$ cat src/rtl/core/assert_macros.svh
// assertion helpers, empty when synthesizing
`ifndef ASSERT_MACROS_SVH
`define ASSERT_MACROS_SVH
`ifndef SYNTHESIS
`define RRTS_ASSERT(lbl, clk, rstn, prop) \
  lbl: assert property (@(posedge clk) disable iff (!rstn) prop) else $error("check failed");
`define RRTS_ASSERT_ALWAYS(lbl, clk, prop) \
  lbl: assert property (@(posedge clk) prop) else $error("check failed");
`else
`define RRTS_ASSERT(lbl, clk, rstn, prop)
`define RRTS_ASSERT_ALWAYS(lbl, clk, prop)
`endif
`endif

$ cat src/rtl/core/rrts_pkg.sv
`default_nettype none
package rrts_pkg;

  localparam int unsigned SLOT_COUNT_DEF = 8;
  localparam int unsigned STRIDE_W = 21;
  localparam logic [31:0] DEF_BASE = 32'h000A_0000;
  localparam logic [STRIDE_W-1:0] DEF_STRIDE = 21'd8192;
  localparam logic [31:0] FRAME_FLAGS = 32'd512;
  localparam logic [31:0] FRAME_TOP_GAP = 32'd16;
  localparam int unsigned FRAME_REGS = 14;
  localparam int unsigned FRAME_WORDS = FRAME_REGS + 3;
  localparam logic [4:0] FRAME_LAST = 5'(FRAME_WORDS - 1);
  localparam logic [31:0] FRAME_BYTES = 32'(4 * FRAME_WORDS);

  localparam logic CFG_BASE = 1'b0;
  localparam logic CFG_STRIDE = 1'b1;

  typedef enum logic [1:0] {
    ST_FREE, ST_READY, ST_RUNNING, ST_SLEEPING
  } slot_state_e;

  typedef enum logic [1:0] {
    ACT_SCHEDULE, ACT_START, ACT_SLEEP, ACT_EXIT
  } action_e;

  typedef enum logic [1:0] {
    RES_OK, RES_NO_SLOT, RES_EXIT_REFUSED, RES_UNUSED
  } res_code_e;

  typedef enum logic [3:0] {
    S_IDLE, S_CUR, S_SCAN, S_CHK, S_FIND, S_MUL, S_TOP, S_INIT, S_FRAME, S_EXIT, S_EMIT
  } ctrl_state_e;

  typedef struct packed {
    action_e     action;
    logic [31:0] now;
    logic [31:0] saved_sp;
    logic [31:0] blit_dest;
    logic [31:0] blit_width;
    logic [31:0] blit_height;
    logic [31:0] blit_source;
    logic [31:0] entry_address;
    logic [31:0] sleep_ticks;
  } item_t;

  typedef struct packed {
    logic [31:0] sp;
    logic [31:0] dest;
    logic [31:0] width;
    logic [31:0] height;
    logic [31:0] source;
    logic [31:0] wake;
    logic [31:0] tick;
  } ctx_row_t;

  typedef struct packed {
    res_code_e   status;
    logic [2:0]  slot;
    logic [31:0] next_sp;
    logic [31:0] restore_dest;
    logic [31:0] restore_width;
    logic [31:0] restore_height;
    logic [31:0] restore_source;
    logic [3:0]  live_count;
    logic [31:0] switch_total;
    logic [31:0] mem_address;
    logic [31:0] mem_data;
    logic        last;
  } result_t;

endpackage
`default_nettype wire

$ cat src/rtl/core/rrts_ctx_mem.sv
`default_nettype none
module rrts_ctx_mem #(
  parameter int unsigned Depth = rrts_pkg::SLOT_COUNT_DEF
) (
  input  wire logic                     clk_i,
  input  wire logic                     rd_en_i,
  input  wire logic [$clog2(Depth)-1:0] rd_addr_i,
  output rrts_pkg::ctx_row_t            rd_data_o,
  input  wire logic                     wr_en_i,
  input  wire logic [$clog2(Depth)-1:0] wr_addr_i,
  input  rrts_pkg::ctx_row_t            wr_data_i
);

  rrts_pkg::ctx_row_t mem_q [Depth];
  rrts_pkg::ctx_row_t rd_data_q;

  always_ff @(posedge clk_i) begin
    if (wr_en_i) begin
      mem_q[wr_addr_i] <= wr_data_i;
    end
  end

  always_ff @(posedge clk_i) begin
    if (rd_en_i) begin
      rd_data_q <= mem_q[rd_addr_i];
    end
  end

  assign rd_data_o = rd_data_q;

endmodule
`default_nettype wire

$ cat src/rtl/core/rrts_ctrl.sv
`default_nettype none
`include "assert_macros.svh"
module rrts_ctrl #(
  parameter int unsigned SlotCount = rrts_pkg::SLOT_COUNT_DEF
) (
  input  wire logic                             clk_i,
  input  wire logic                             rst_ni,
  input  wire logic                             in_valid_i,
  output logic                                  in_ready_o,
  input  rrts_pkg::item_t                       item_i,
  input  wire logic [31:0]                      base_i,
  input  wire logic [rrts_pkg::STRIDE_W-1:0]    stride_i,
  input  wire logic                             out_free_i,
  output logic                                  res_load_o,
  output rrts_pkg::result_t                     res_o
);

  localparam int unsigned IW = (SlotCount > 1) ? $clog2(SlotCount) : 1;
  localparam int unsigned CW = $clog2(SlotCount + 1);
  localparam logic [IW-1:0] LAST_IDX = IW'(SlotCount - 1);
  localparam logic [CW-1:0] FULL_CNT = CW'(SlotCount);

  rrts_pkg::ctrl_state_e state_q, state_d;
  rrts_pkg::item_t       item_q, item_d;
  rrts_pkg::ctx_row_t    row_q, row_d;
  rrts_pkg::res_code_e   code_q, code_d;
  rrts_pkg::slot_state_e status_q [SlotCount];
  rrts_pkg::slot_state_e st_val, st_old;
  logic [SlotCount-1:0]  tv_q, tv_d;
  logic [IW-1:0]         cur_q, cur_d, k_q, k_d, k_next, st_idx;
  logic [CW-1:0]         cnt_q, cnt_d, live_q, live_d;
  logic [31:0]           sw_q, sw_d, top_q, top_d, addr_q, addr_d, prod_q, prod_d;
  logic [4:0]            j_q, j_d;
  logic                  st_we, hit, due;

  logic                  rd_en, wr_en;
  logic [IW-1:0]         rd_addr, wr_addr;
  rrts_pkg::ctx_row_t    rd_data, wr_data;

  rrts_ctx_mem #(.Depth(SlotCount)) u_mem (
    .clk_i     (clk_i),
    .rd_en_i   (rd_en),
    .rd_addr_i (rd_addr),
    .rd_data_o (rd_data),
    .wr_en_i   (wr_en),
    .wr_addr_i (wr_addr),
    .wr_data_i (wr_data)
  );

  assign k_next = (k_q == LAST_IDX) ? '0 : k_q + 1'b1;
  assign due = ($signed(item_q.now) >= $signed(rd_data.wake));
  assign hit = ((status_q[k_q] == rrts_pkg::ST_SLEEPING) && due)
            || (status_q[k_q] == rrts_pkg::ST_READY)
            || (status_q[k_q] == rrts_pkg::ST_RUNNING);
  assign in_ready_o = (state_q == rrts_pkg::S_IDLE);

  always_comb begin
    state_d = state_q;
    unique case (state_q)
      rrts_pkg::S_IDLE: begin
        if (in_valid_i) begin
          unique case (item_i.action)
            rrts_pkg::ACT_START: state_d = rrts_pkg::S_FIND;
            rrts_pkg::ACT_EXIT:  state_d = rrts_pkg::S_EXIT;
            default:             state_d = rrts_pkg::S_CUR;
          endcase
        end
      end
      rrts_pkg::S_CUR: begin
        state_d = (item_q.action == rrts_pkg::ACT_SCHEDULE) ? rrts_pkg::S_SCAN
                                                             : rrts_pkg::S_EMIT;
      end
      rrts_pkg::S_SCAN: state_d = rrts_pkg::S_CHK;
      rrts_pkg::S_CHK: begin
        state_d = (hit || cnt_q == FULL_CNT) ? rrts_pkg::S_EMIT : rrts_pkg::S_SCAN;
      end
      rrts_pkg::S_FIND: begin
        if (status_q[k_q] == rrts_pkg::ST_FREE) begin
          state_d = rrts_pkg::S_MUL;
        end else if (k_q == LAST_IDX) begin
          state_d = rrts_pkg::S_EMIT;
        end
      end
      rrts_pkg::S_MUL:  state_d = rrts_pkg::S_TOP;
      rrts_pkg::S_TOP:  state_d = rrts_pkg::S_INIT;
      rrts_pkg::S_INIT: state_d = rrts_pkg::S_FRAME;
      rrts_pkg::S_FRAME: begin
        if (out_free_i && j_q == rrts_pkg::FRAME_LAST) begin
          state_d = rrts_pkg::S_IDLE;
        end
      end
      rrts_pkg::S_EXIT: state_d = rrts_pkg::S_EMIT;
      rrts_pkg::S_EMIT: begin
        if (out_free_i) begin
          state_d = rrts_pkg::S_IDLE;
        end
      end
      default: state_d = rrts_pkg::S_IDLE;
    endcase
  end

  always_comb begin
    item_d = item_q;
    row_d = row_q;
    code_d = code_q;
    tv_d = tv_q;
    cur_d = cur_q;
    k_d = k_q;
    cnt_d = cnt_q;
    sw_d = sw_q;
    top_d = top_q;
    addr_d = addr_q;
    prod_d = prod_q;
    j_d = j_q;
    st_we = 1'b0;
    st_idx = cur_q;
    st_val = rrts_pkg::ST_FREE;
    rd_en = 1'b0;
    rd_addr = cur_q;
    wr_en = 1'b0;
    wr_addr = cur_q;
    wr_data = rd_data;
    res_load_o = 1'b0;
    res_o = '0;
    res_o.status = code_q;
    res_o.slot = 3'(cur_q);
    res_o.live_count = 4'(live_q);
    res_o.switch_total = sw_q;
    res_o.last = 1'b1;
    unique case (state_q)
      rrts_pkg::S_IDLE: begin
        if (in_valid_i) begin
          item_d = item_i;
          rd_en = 1'b1;
          k_d = IW'(1);
          code_d = rrts_pkg::RES_OK;
        end
      end
      rrts_pkg::S_CUR: begin
        wr_en = 1'b1;
        if (item_q.action == rrts_pkg::ACT_SCHEDULE) begin
          wr_data.sp = item_q.saved_sp;
          wr_data.dest = item_q.blit_dest;
          wr_data.width = item_q.blit_width;
          wr_data.height = item_q.blit_height;
          wr_data.source = item_q.blit_source;
          wr_data.tick = (tv_q[cur_q] ? rd_data.tick : 32'd0) + 32'd1;
          tv_d[cur_q] = 1'b1;
          if (status_q[cur_q] == rrts_pkg::ST_RUNNING) begin
            st_we = 1'b1;
            st_val = rrts_pkg::ST_READY;
          end
          k_d = (cur_q == LAST_IDX) ? '0 : cur_q + 1'b1;
          cnt_d = CW'(1);
        end else begin
          wr_data.wake = item_q.now + item_q.sleep_ticks;
          st_we = 1'b1;
          st_val = rrts_pkg::ST_SLEEPING;
        end
      end
      rrts_pkg::S_SCAN: begin
        rd_en = 1'b1;
        rd_addr = k_q;
      end
      rrts_pkg::S_CHK: begin
        // last probe lands on the current slot, which is kept either way
        if (hit || cnt_q == FULL_CNT) begin
          row_d = rd_data;
          st_we = 1'b1;
          st_idx = k_q;
          st_val = rrts_pkg::ST_RUNNING;
          cur_d = k_q;
          sw_d = sw_q + 32'd1;
        end else begin
          k_d = k_next;
          cnt_d = cnt_q + 1'b1;
        end
      end
      rrts_pkg::S_FIND: begin
        if (status_q[k_q] != rrts_pkg::ST_FREE) begin
          if (k_q == LAST_IDX) begin
            code_d = rrts_pkg::RES_NO_SLOT;
          end else begin
            k_d = k_next;
          end
        end
      end
      rrts_pkg::S_MUL: prod_d = 32'(k_q) * 32'(stride_i);
      rrts_pkg::S_TOP: top_d = base_i + prod_q + 32'(stride_i) - rrts_pkg::FRAME_TOP_GAP;
      rrts_pkg::S_INIT: begin
        wr_en = 1'b1;
        wr_addr = k_q;
        wr_data = '0;
        wr_data.sp = top_q - rrts_pkg::FRAME_BYTES;
        tv_d[k_q] = 1'b1;
        st_we = 1'b1;
        st_idx = k_q;
        st_val = rrts_pkg::ST_READY;
        addr_d = top_q - 32'd4;
        j_d = '0;
      end
      rrts_pkg::S_FRAME: begin
        res_o.slot = 3'(k_q);
        res_o.next_sp = top_q - rrts_pkg::FRAME_BYTES;
        res_o.mem_address = addr_q;
        res_o.mem_data = (j_q == 5'd0) ? rrts_pkg::FRAME_FLAGS
                       : (j_q == 5'd1) ? item_q.entry_address : 32'd0;
        res_o.last = (j_q == rrts_pkg::FRAME_LAST);
        if (out_free_i) begin
          res_load_o = 1'b1;
          addr_d = addr_q - 32'd4;
          j_d = j_q + 5'd1;
        end
      end
      rrts_pkg::S_EXIT: begin
        if (cur_q == '0) begin
          code_d = rrts_pkg::RES_EXIT_REFUSED;
        end else begin
          st_we = 1'b1;
          st_val = rrts_pkg::ST_FREE;
        end
      end
      rrts_pkg::S_EMIT: begin
        if (item_q.action == rrts_pkg::ACT_SCHEDULE) begin
          res_o.next_sp = row_q.sp;
          res_o.restore_dest = row_q.dest;
          res_o.restore_width = row_q.width;
          res_o.restore_height = row_q.height;
          res_o.restore_source = row_q.source;
        end
        res_load_o = out_free_i;
      end
      default: ;
    endcase
  end

  // live count tracks free <-> non-free transitions of the one status write
  assign st_old = status_q[st_idx];
  always_comb begin
    live_d = live_q;
    if (st_we) begin
      if (st_old == rrts_pkg::ST_FREE && st_val != rrts_pkg::ST_FREE) begin
        live_d = live_q + 1'b1;
      end else if (st_old != rrts_pkg::ST_FREE && st_val == rrts_pkg::ST_FREE) begin
        live_d = live_q - 1'b1;
      end
    end
  end

  always_ff @(posedge clk_i or negedge rst_ni) begin
    if (!rst_ni) begin
      state_q <= rrts_pkg::S_IDLE;
      cur_q <= '0;
      sw_q <= '0;
      live_q <= CW'(1);
      tv_q <= '0;
      for (int i = 0; i < SlotCount; i++) begin
        status_q[i] <= (i == 0) ? rrts_pkg::ST_RUNNING : rrts_pkg::ST_FREE;
      end
    end else begin
      state_q <= state_d;
      cur_q <= cur_d;
      sw_q <= sw_d;
      live_q <= live_d;
      tv_q <= tv_d;
      if (st_we) begin
        status_q[st_idx] <= st_val;
      end
    end
  end

  always_ff @(posedge clk_i) begin
    item_q <= item_d;
    row_q <= row_d;
    code_q <= code_d;
    k_q <= k_d;
    cnt_q <= cnt_d;
    top_q <= top_d;
    addr_q <= addr_d;
    prod_q <= prod_d;
    j_q <= j_d;
  end

  `RRTS_ASSERT(a_live_nonzero, clk_i, rst_ni, live_q != '0)
  `RRTS_ASSERT(a_slot0_never_free, clk_i, rst_ni, status_q[0] != rrts_pkg::ST_FREE)
  `RRTS_ASSERT(a_load_needs_room, clk_i, rst_ni, res_load_o |-> out_free_i)
  `RRTS_ASSERT(a_frame_bound, clk_i, rst_ni,
               (state_q == rrts_pkg::S_FRAME) |-> (j_q <= rrts_pkg::FRAME_LAST))
  `RRTS_ASSERT(a_no_mem_overlap, clk_i, rst_ni, !(rd_en && wr_en))

endmodule
`default_nettype wire

$ cat src/rtl/core/round_robin_task_slot_scheduler_top.sv
// schedule: one probe of the context memory per slot visited
// start: scan of up to SLOT_COUNT-1 status entries, then S_MUL, S_TOP and S_INIT, then 17 frame items
// at one per cycle while the output register is free
// one item in work at a time; a waiting result holds only the final output register
// async active-low reset: slot 0 running, others free, tick counts and switch count zero, live count one
`default_nettype none
module round_robin_task_slot_scheduler_top #(
  parameter int unsigned SLOT_COUNT = rrts_pkg::SLOT_COUNT_DEF
) (
  input  wire logic        clk_i,
  input  wire logic        rst_ni,
  input  wire logic        cfg_we_i,
  input  wire logic        cfg_idx_i,
  input  wire logic [31:0] cfg_wdata_i,
  input  wire logic        in_valid_i,
  output logic             in_ready_o,
  input  wire logic [1:0]  action_i,
  input  wire logic [31:0] now_i,
  input  wire logic [31:0] saved_sp_i,
  input  wire logic [31:0] blit_dest_i,
  input  wire logic [31:0] blit_width_i,
  input  wire logic [31:0] blit_height_i,
  input  wire logic [31:0] blit_source_i,
  input  wire logic [31:0] entry_address_i,
  input  wire logic [31:0] sleep_ticks_i,
  output logic             out_valid_o,
  input  wire logic        out_ready_i,
  output logic [1:0]       status_o,
  output logic [2:0]       slot_o,
  output logic [31:0]      next_sp_o,
  output logic [31:0]      restore_dest_o,
  output logic [31:0]      restore_width_o,
  output logic [31:0]      restore_height_o,
  output logic [31:0]      restore_source_o,
  output logic [3:0]       live_count_o,
  output logic [31:0]      switch_total_o,
  output logic [31:0]      mem_address_o,
  output logic [31:0]      mem_data_o,
  output logic             last_o
);

  logic [31:0]                       base_q;
  logic [rrts_pkg::STRIDE_W-1:0]     stride_q;
  logic                              out_valid_q, out_free, res_load;
  rrts_pkg::result_t                 res, res_q;
  rrts_pkg::item_t                   item;

  always_ff @(posedge clk_i or negedge rst_ni) begin
    if (!rst_ni) begin
      base_q <= rrts_pkg::DEF_BASE;
      stride_q <= rrts_pkg::DEF_STRIDE;
    end else if (cfg_we_i) begin
      if (cfg_idx_i == rrts_pkg::CFG_BASE) begin
        base_q <= cfg_wdata_i;
      end else begin
        stride_q <= cfg_wdata_i[rrts_pkg::STRIDE_W-1:0];
      end
    end
  end

  assign item.action = rrts_pkg::action_e'(action_i);
  assign item.now = now_i;
  assign item.saved_sp = saved_sp_i;
  assign item.blit_dest = blit_dest_i;
  assign item.blit_width = blit_width_i;
  assign item.blit_height = blit_height_i;
  assign item.blit_source = blit_source_i;
  assign item.entry_address = entry_address_i;
  assign item.sleep_ticks = sleep_ticks_i;

  assign out_free = !out_valid_q || out_ready_i;

  rrts_ctrl #(.SlotCount(SLOT_COUNT)) u_ctrl (
    .clk_i      (clk_i),
    .rst_ni     (rst_ni),
    .in_valid_i (in_valid_i),
    .in_ready_o (in_ready_o),
    .item_i     (item),
    .base_i     (base_q),
    .stride_i   (stride_q),
    .out_free_i (out_free),
    .res_load_o (res_load),
    .res_o      (res)
  );

  always_ff @(posedge clk_i or negedge rst_ni) begin
    if (!rst_ni) begin
      out_valid_q <= 1'b0;
    end else if (res_load) begin
      out_valid_q <= 1'b1;
    end else if (out_ready_i) begin
      out_valid_q <= 1'b0;
    end
  end

  always_ff @(posedge clk_i) begin
    if (res_load) begin
      res_q <= res;
    end
  end

  assign out_valid_o = out_valid_q;
  assign status_o = res_q.status;
  assign slot_o = res_q.slot;
  assign next_sp_o = res_q.next_sp;
  assign restore_dest_o = res_q.restore_dest;
  assign restore_width_o = res_q.restore_width;
  assign restore_height_o = res_q.restore_height;
  assign restore_source_o = res_q.restore_source;
  assign live_count_o = res_q.live_count;
  assign switch_total_o = res_q.switch_total;
  assign mem_address_o = res_q.mem_address;
  assign mem_data_o = res_q.mem_data;
  assign last_o = res_q.last;

endmodule
`default_nettype wire

$ cat config.mk
export PLATFORM = sky130hd
export DESIGN_NAME = round_robin_task_slot_scheduler_top
export DESIGN_NICKNAME = d
export VERILOG_FILES = /design/src/rtl/core/rrts_pkg.sv /design/src/rtl/core/rrts_ctx_mem.sv /design/src/rtl/core/rrts_ctrl.sv /design/src/rtl/core/round_robin_task_slot_scheduler_top.sv
export VERILOG_INCLUDE_DIRS = /design/src /design/src/rtl/core
export SDC_FILE = /design/constraint.sdc
export NUM_CORES = 2
export LEC_CHECK = 0
export BUFFER_PORTS_ARGS = -buffer_cell sky130_fd_sc_hd__buf_2
export CORE_UTILIZATION = 55
export CTS_CLUSTER_DIAMETER = 50
export DETAILED_ROUTE_END_ITERATION = 6
export PLACE_DENSITY = 0.73
export SLEW_MARGIN = 10
export SYNTH_ARGS = -nofsm -noshare
export SYNTH_HDL_FRONTEND = slang
export SYNTH_SLANG_ARGS = --single-unit
$ cat constraint.sdc
create_clock -name clk_i -period 37.6 [get_ports clk_i]
set_input_delay 5.64 -clock clk_i [delete_from_list [all_inputs] [get_ports clk_i]]
set_output_delay 5.64 -clock clk_i [all_outputs]
set_load 0.1 [all_outputs]
==> impl_metrics.env <==
export IMPL_gp_congestion=0.865
export IMPL_r2r_end="u_ctrl.u_mem.rd_data_o[127]"
export IMPL_hpwl_um=130000
export IMPL_synthArstFlopShare_pct=4.30
export IMPL_globalRouteOverflowTotal=0
export IMPL_synth_top_area_share_pct=72.0
export IMPL_clk_latency_ns=0.94
export IMPL_cts_tree="built"
export IMPL_yosys_cell_types_count=93
export IMPL_area_delta_synth_final_pct=14.1
export IMPL_grt_start_max_net_pins=179
export IMPL_ctsHoldBuffers=0
export IMPL_drc=0
export IMPL_arrival_ns=2.65
export IMPL_yosys_area_top_type="edfxtp_1"
export IMPL_die_h_um=438
export IMPL_hold_path_depth=0
export IMPL_antenna_found_initial=5
export IMPL_detail_route_antenna_nets=0
export IMPL_worst_setup_path_start_kind="flip-flop"
export IMPL_status="finished clean"
export IMPL_worstReg2RegStart="u_ctrl.state_q[1]"
export IMPL_cts_max_path_buffers=4
export IMPL_io_buffers=563
export IMPL_critical_path_class="reg -> out"
export IMPL_avgViaCountPerCell=5.91
export IMPL_timing_critical_path_to_type="output port"
export IMPL_finalHoldWorstSlack_ns=0.420
export IMPL_min_period_over_period_pct=22.0
export IMPL_hold_path_class="reg -> reg"
export IMPL_dieArea_mm2=0.192
export IMPL_cts_max_level=5
export IMPL_clock_skew_ns=0.0668
export IMPL_grt_pass1_vias=55209
export IMPL_netlist_instances=5762
export IMPL_cts_num_sinks=2627
export IMPL_ir_drop_mv=0.0419
export IMPL_wirelength_um=231000
export IMPL_rows=159
export IMPL_yosysWarnings=0
export IMPL_cts_resized_gates=0
export IMPL_hold_start="u_ctrl.u_mem.rd_data_o[164]"
export IMPL_hold_path_end="u_ctrl.row_q[164]"
export IMPL_yosys_top_cells_area="edfxtp_1, mux4_2, dfrtp_1, mux2_2, ha_1"
export IMPL_boundaryPins=564
export IMPL_layout_drive_gt1_share_pct=25.8
export IMPL_core_mm2=0.189
export IMPL_r2r_cells=11
export IMPL_path_clk_slew_ns=0.06
export IMPL_post_cts_setup_buffers=0
export IMPL_synth_seq_cells=2627
export IMPL_ys_flop_type="edfxtp_1"
export IMPL_drt_pass1_iterations=5
export IMPL_grtUsageTotal_pct=23.9
export IMPL_finalSetupTns_ns=0
export IMPL_finalMaxSlewViolations=0
export IMPL_hold_viol_final=0
export IMPL_synth_edf_count=2514
export IMPL_cts_buffers=286
export IMPL_setup_viol=0
export IMPL_grt_pass1_wl_um=342000
export IMPL_p_per_area_mw_per_mm2=56.0
export IMPL_worst_pin_slew_ns=1.21
export IMPL_vias=54129
export IMPL_first_iter_violations=5256
export IMPL_path_max_fanout=22
export IMPL_relSlewSlack_pct=18.9
export IMPL_seq_area_frac_synth_pct=74.7
export IMPL_synth_net_count=6266
export IMPL_cts_root_buf="clkbuf_16"
export IMPL_avgSynthCellArea_um2=18.2
export IMPL_initial_core_util_pct=55.6
export IMPL_syn_area_mm2=0.105
export IMPL_finalCriticalPeriod_ns=8.29
export IMPL_nets=6960
export IMPL_required_ns=31.96
export IMPL_rsz0062_at_grt="no"
export IMPL_maxCapViolations=0
export IMPL_fmax_ghz=0.121
export IMPL_chipWidth_um=438
export IMPL_rrSetupSlack_ns=30.01
export IMPL_p_leak_nw=42.2
export IMPL_wl_per_cell_um=25.2
## how the worst max path moves through the flow
| stage | start | to | slack (ns) | cells past startpoint |
|---|---|---|---|---|
| 6_report | u_ctrl.state_q[1] | in_ready_o | 29.31 | 4 |
| 3_5_place_dp | out_ready_i | restore_height_o[21] | 29.12 | 6 |
| 4_1_cts | u_ctrl.state_q[1] | in_ready_o | 29.29 | 4 |
| 2_1_floorplan | out_ready_i | last_o | 19.97 | 2 |
| 5_1_grt | u_ctrl.state_q[1] | in_ready_o | 29.16 | 4 |
| 3_3_place_gp | out_ready_i | restore_height_o[20] | 29.23 | 6 |
## report_power, final
group	total [W]	switching (W)	internal (W)	leakage, nW
sequential	0.00335	0.0000412	0.00331	24.4
clock	0.00265	0.00110	0.00156	4.31
combinational	0.000687	0.000519	0.000167	13.5
total	0.00669	0.00166	0.00503	42.2
## synthesized netlist by cell type, drive strengths merged, types with 7 or more instances
| master | instances |
|---|---|
| edfxtp | 2514 |
| xnor2 | 121 |
| a211oi | 9 |
| nand2b | 21 |
| a22o | 7 |
| nand3 | 39 |
| o211ai | 10 |
| buf | 53 |
| a21o | 26 |
| o31ai | 8 |
| ha | 164 |
| o21ai | 291 |
| fa | 44 |
| a21oi | 124 |
| nand3b | 9 |
| mux2 | 237 |
| and4 | 11 |
| mux4 | 388 |
| clkbuf | 183 |
| nand4 | 17 |
| nor2 | 164 |
| nor3 | 44 |
| or3 | 17 |
| o21a | 13 |
| inv | 206 |
| dfrtp | 108 |
| and3 | 10 |
| nor4 | 10 |
| a31oi | 12 |
| a22oi | 31 |
| mux2i | 13 |
| xor2 | 55 |
| nor2b | 13 |
| nand2 | 493 |
| and2 | 211 |
## per-layer routing
| layer | global-route usage [%] | share of wire [%] |
|---|---|---|
| met4 | 9.75 | 3.9 |
| met5 | 0 | 0 |
| met1 | 32.1 | 40 |
| met2 | 39.2 | 49 |
| met3 | 4.27 | 7.1 |
## registers in the layout (all words and copies together), names as in the netlist, 5 cells and up
name                    cells
switch_total_o             32
restore_dest_o             32
u_ctrl.prod_q              24
restore_width_o            32
u_ctrl.item_q             258
base_q                     32
mem_address_o              32
next_sp_o                  32
u_ctrl.row_q              160
u_ctrl.j_q                  5
u_ctrl.u_mem.mem_q       1536
restore_source_o           32
stride_q                   21
u_ctrl.sw_q                32
u_ctrl.top_q               32
mem_data_o                 32
u_ctrl.addr_q              32
u_ctrl.u_mem.rd_data_o    192
u_ctrl.status_q            16
restore_height_o           32
## stage by stage
step	setup WS (ns)	utilization, %	area [µm²]	std cells	power, W
final	29.31	63.4	120000	9153	0.00669
after global routing	29.16	63.4	120000	9152	0.00690
after CTS	29.29	63.4	120000	9150	0.00674
after detailed placement	29.12	58.7	111000	8663	0.00410
after global placement	29.23	58.7	111000	8663	0.00408
after floorplan	19.97	-	105000	5762	0.00396
## cells by family after synthesis
logic type / after synthesis / synth area share, %
AO/OA/AOI/OAI: 588 / 3.34
XOR/XNOR: 176 / 1.47
adder cells (fa/ha/maj): 208 / 2.80
buffers and inverters: 443 / 1.65
flip-flops: 2627 / 74.7
multiplexers: 638 / 11.0
AND/OR/NAND/NOR: 1082 / 4.96
## worst max-delay path: stages (launching register included)
cell and delay [ns]:
dfrtp_1 0.66, nor2_1 0.30, nand2_1 0.13, inv_1 0.17
buf_2 0.47
## layout make-up
class / instances / area, µm²
multi-input cells: 2692 / 24900
clock buffers: 355 / 7650
fillers: 12974 / 69100
flip-flops and latches: 2627 / 78300
diodes: 3 / 7.51
clock inverters: 132 / 1200
repair buffers: 642 / 3530
well taps: 2495 / 3120
inverters: 207 / 777
## cells in the final DEF, fill, tap and decap left out, types with 11 or more instances in the layout
cell	netlist	final
clkbuf_1	183	55
a21oi_1	124	122
nand4_1	17	17
edfxtp_1	2514	2514
inv_1	205	205
o21ai_0	280	278
inv_6	0	14
nor2b_1	13	11
nand2_1	493	493
xor2_1	55	55
nor2_4	0	11
or3_1	16	16
clkinv_1	1	31
nand2b_1	20	20
a22oi_1	31	31
o21a_1	13	13
a31oi_1	12	12
buf_4	0	71
a21o_1	25	25
nor2_1	164	151
mux2_2	223	223
dfrtp_1	108	108
and2_1	210	209
nand3_1	38	37
clkbuf_16	0	294
buf_2	41	562
ha_1	164	164
and4_1	11	11
mux4_2	388	388
clkinv_2	0	44
xnor2_1	121	121
bufinv_16	0	16
nor3_1	41	40
fa_1	44	44
clkinvlp_4	0	15
Note: power is estimated with default switching activity, not from simulation.
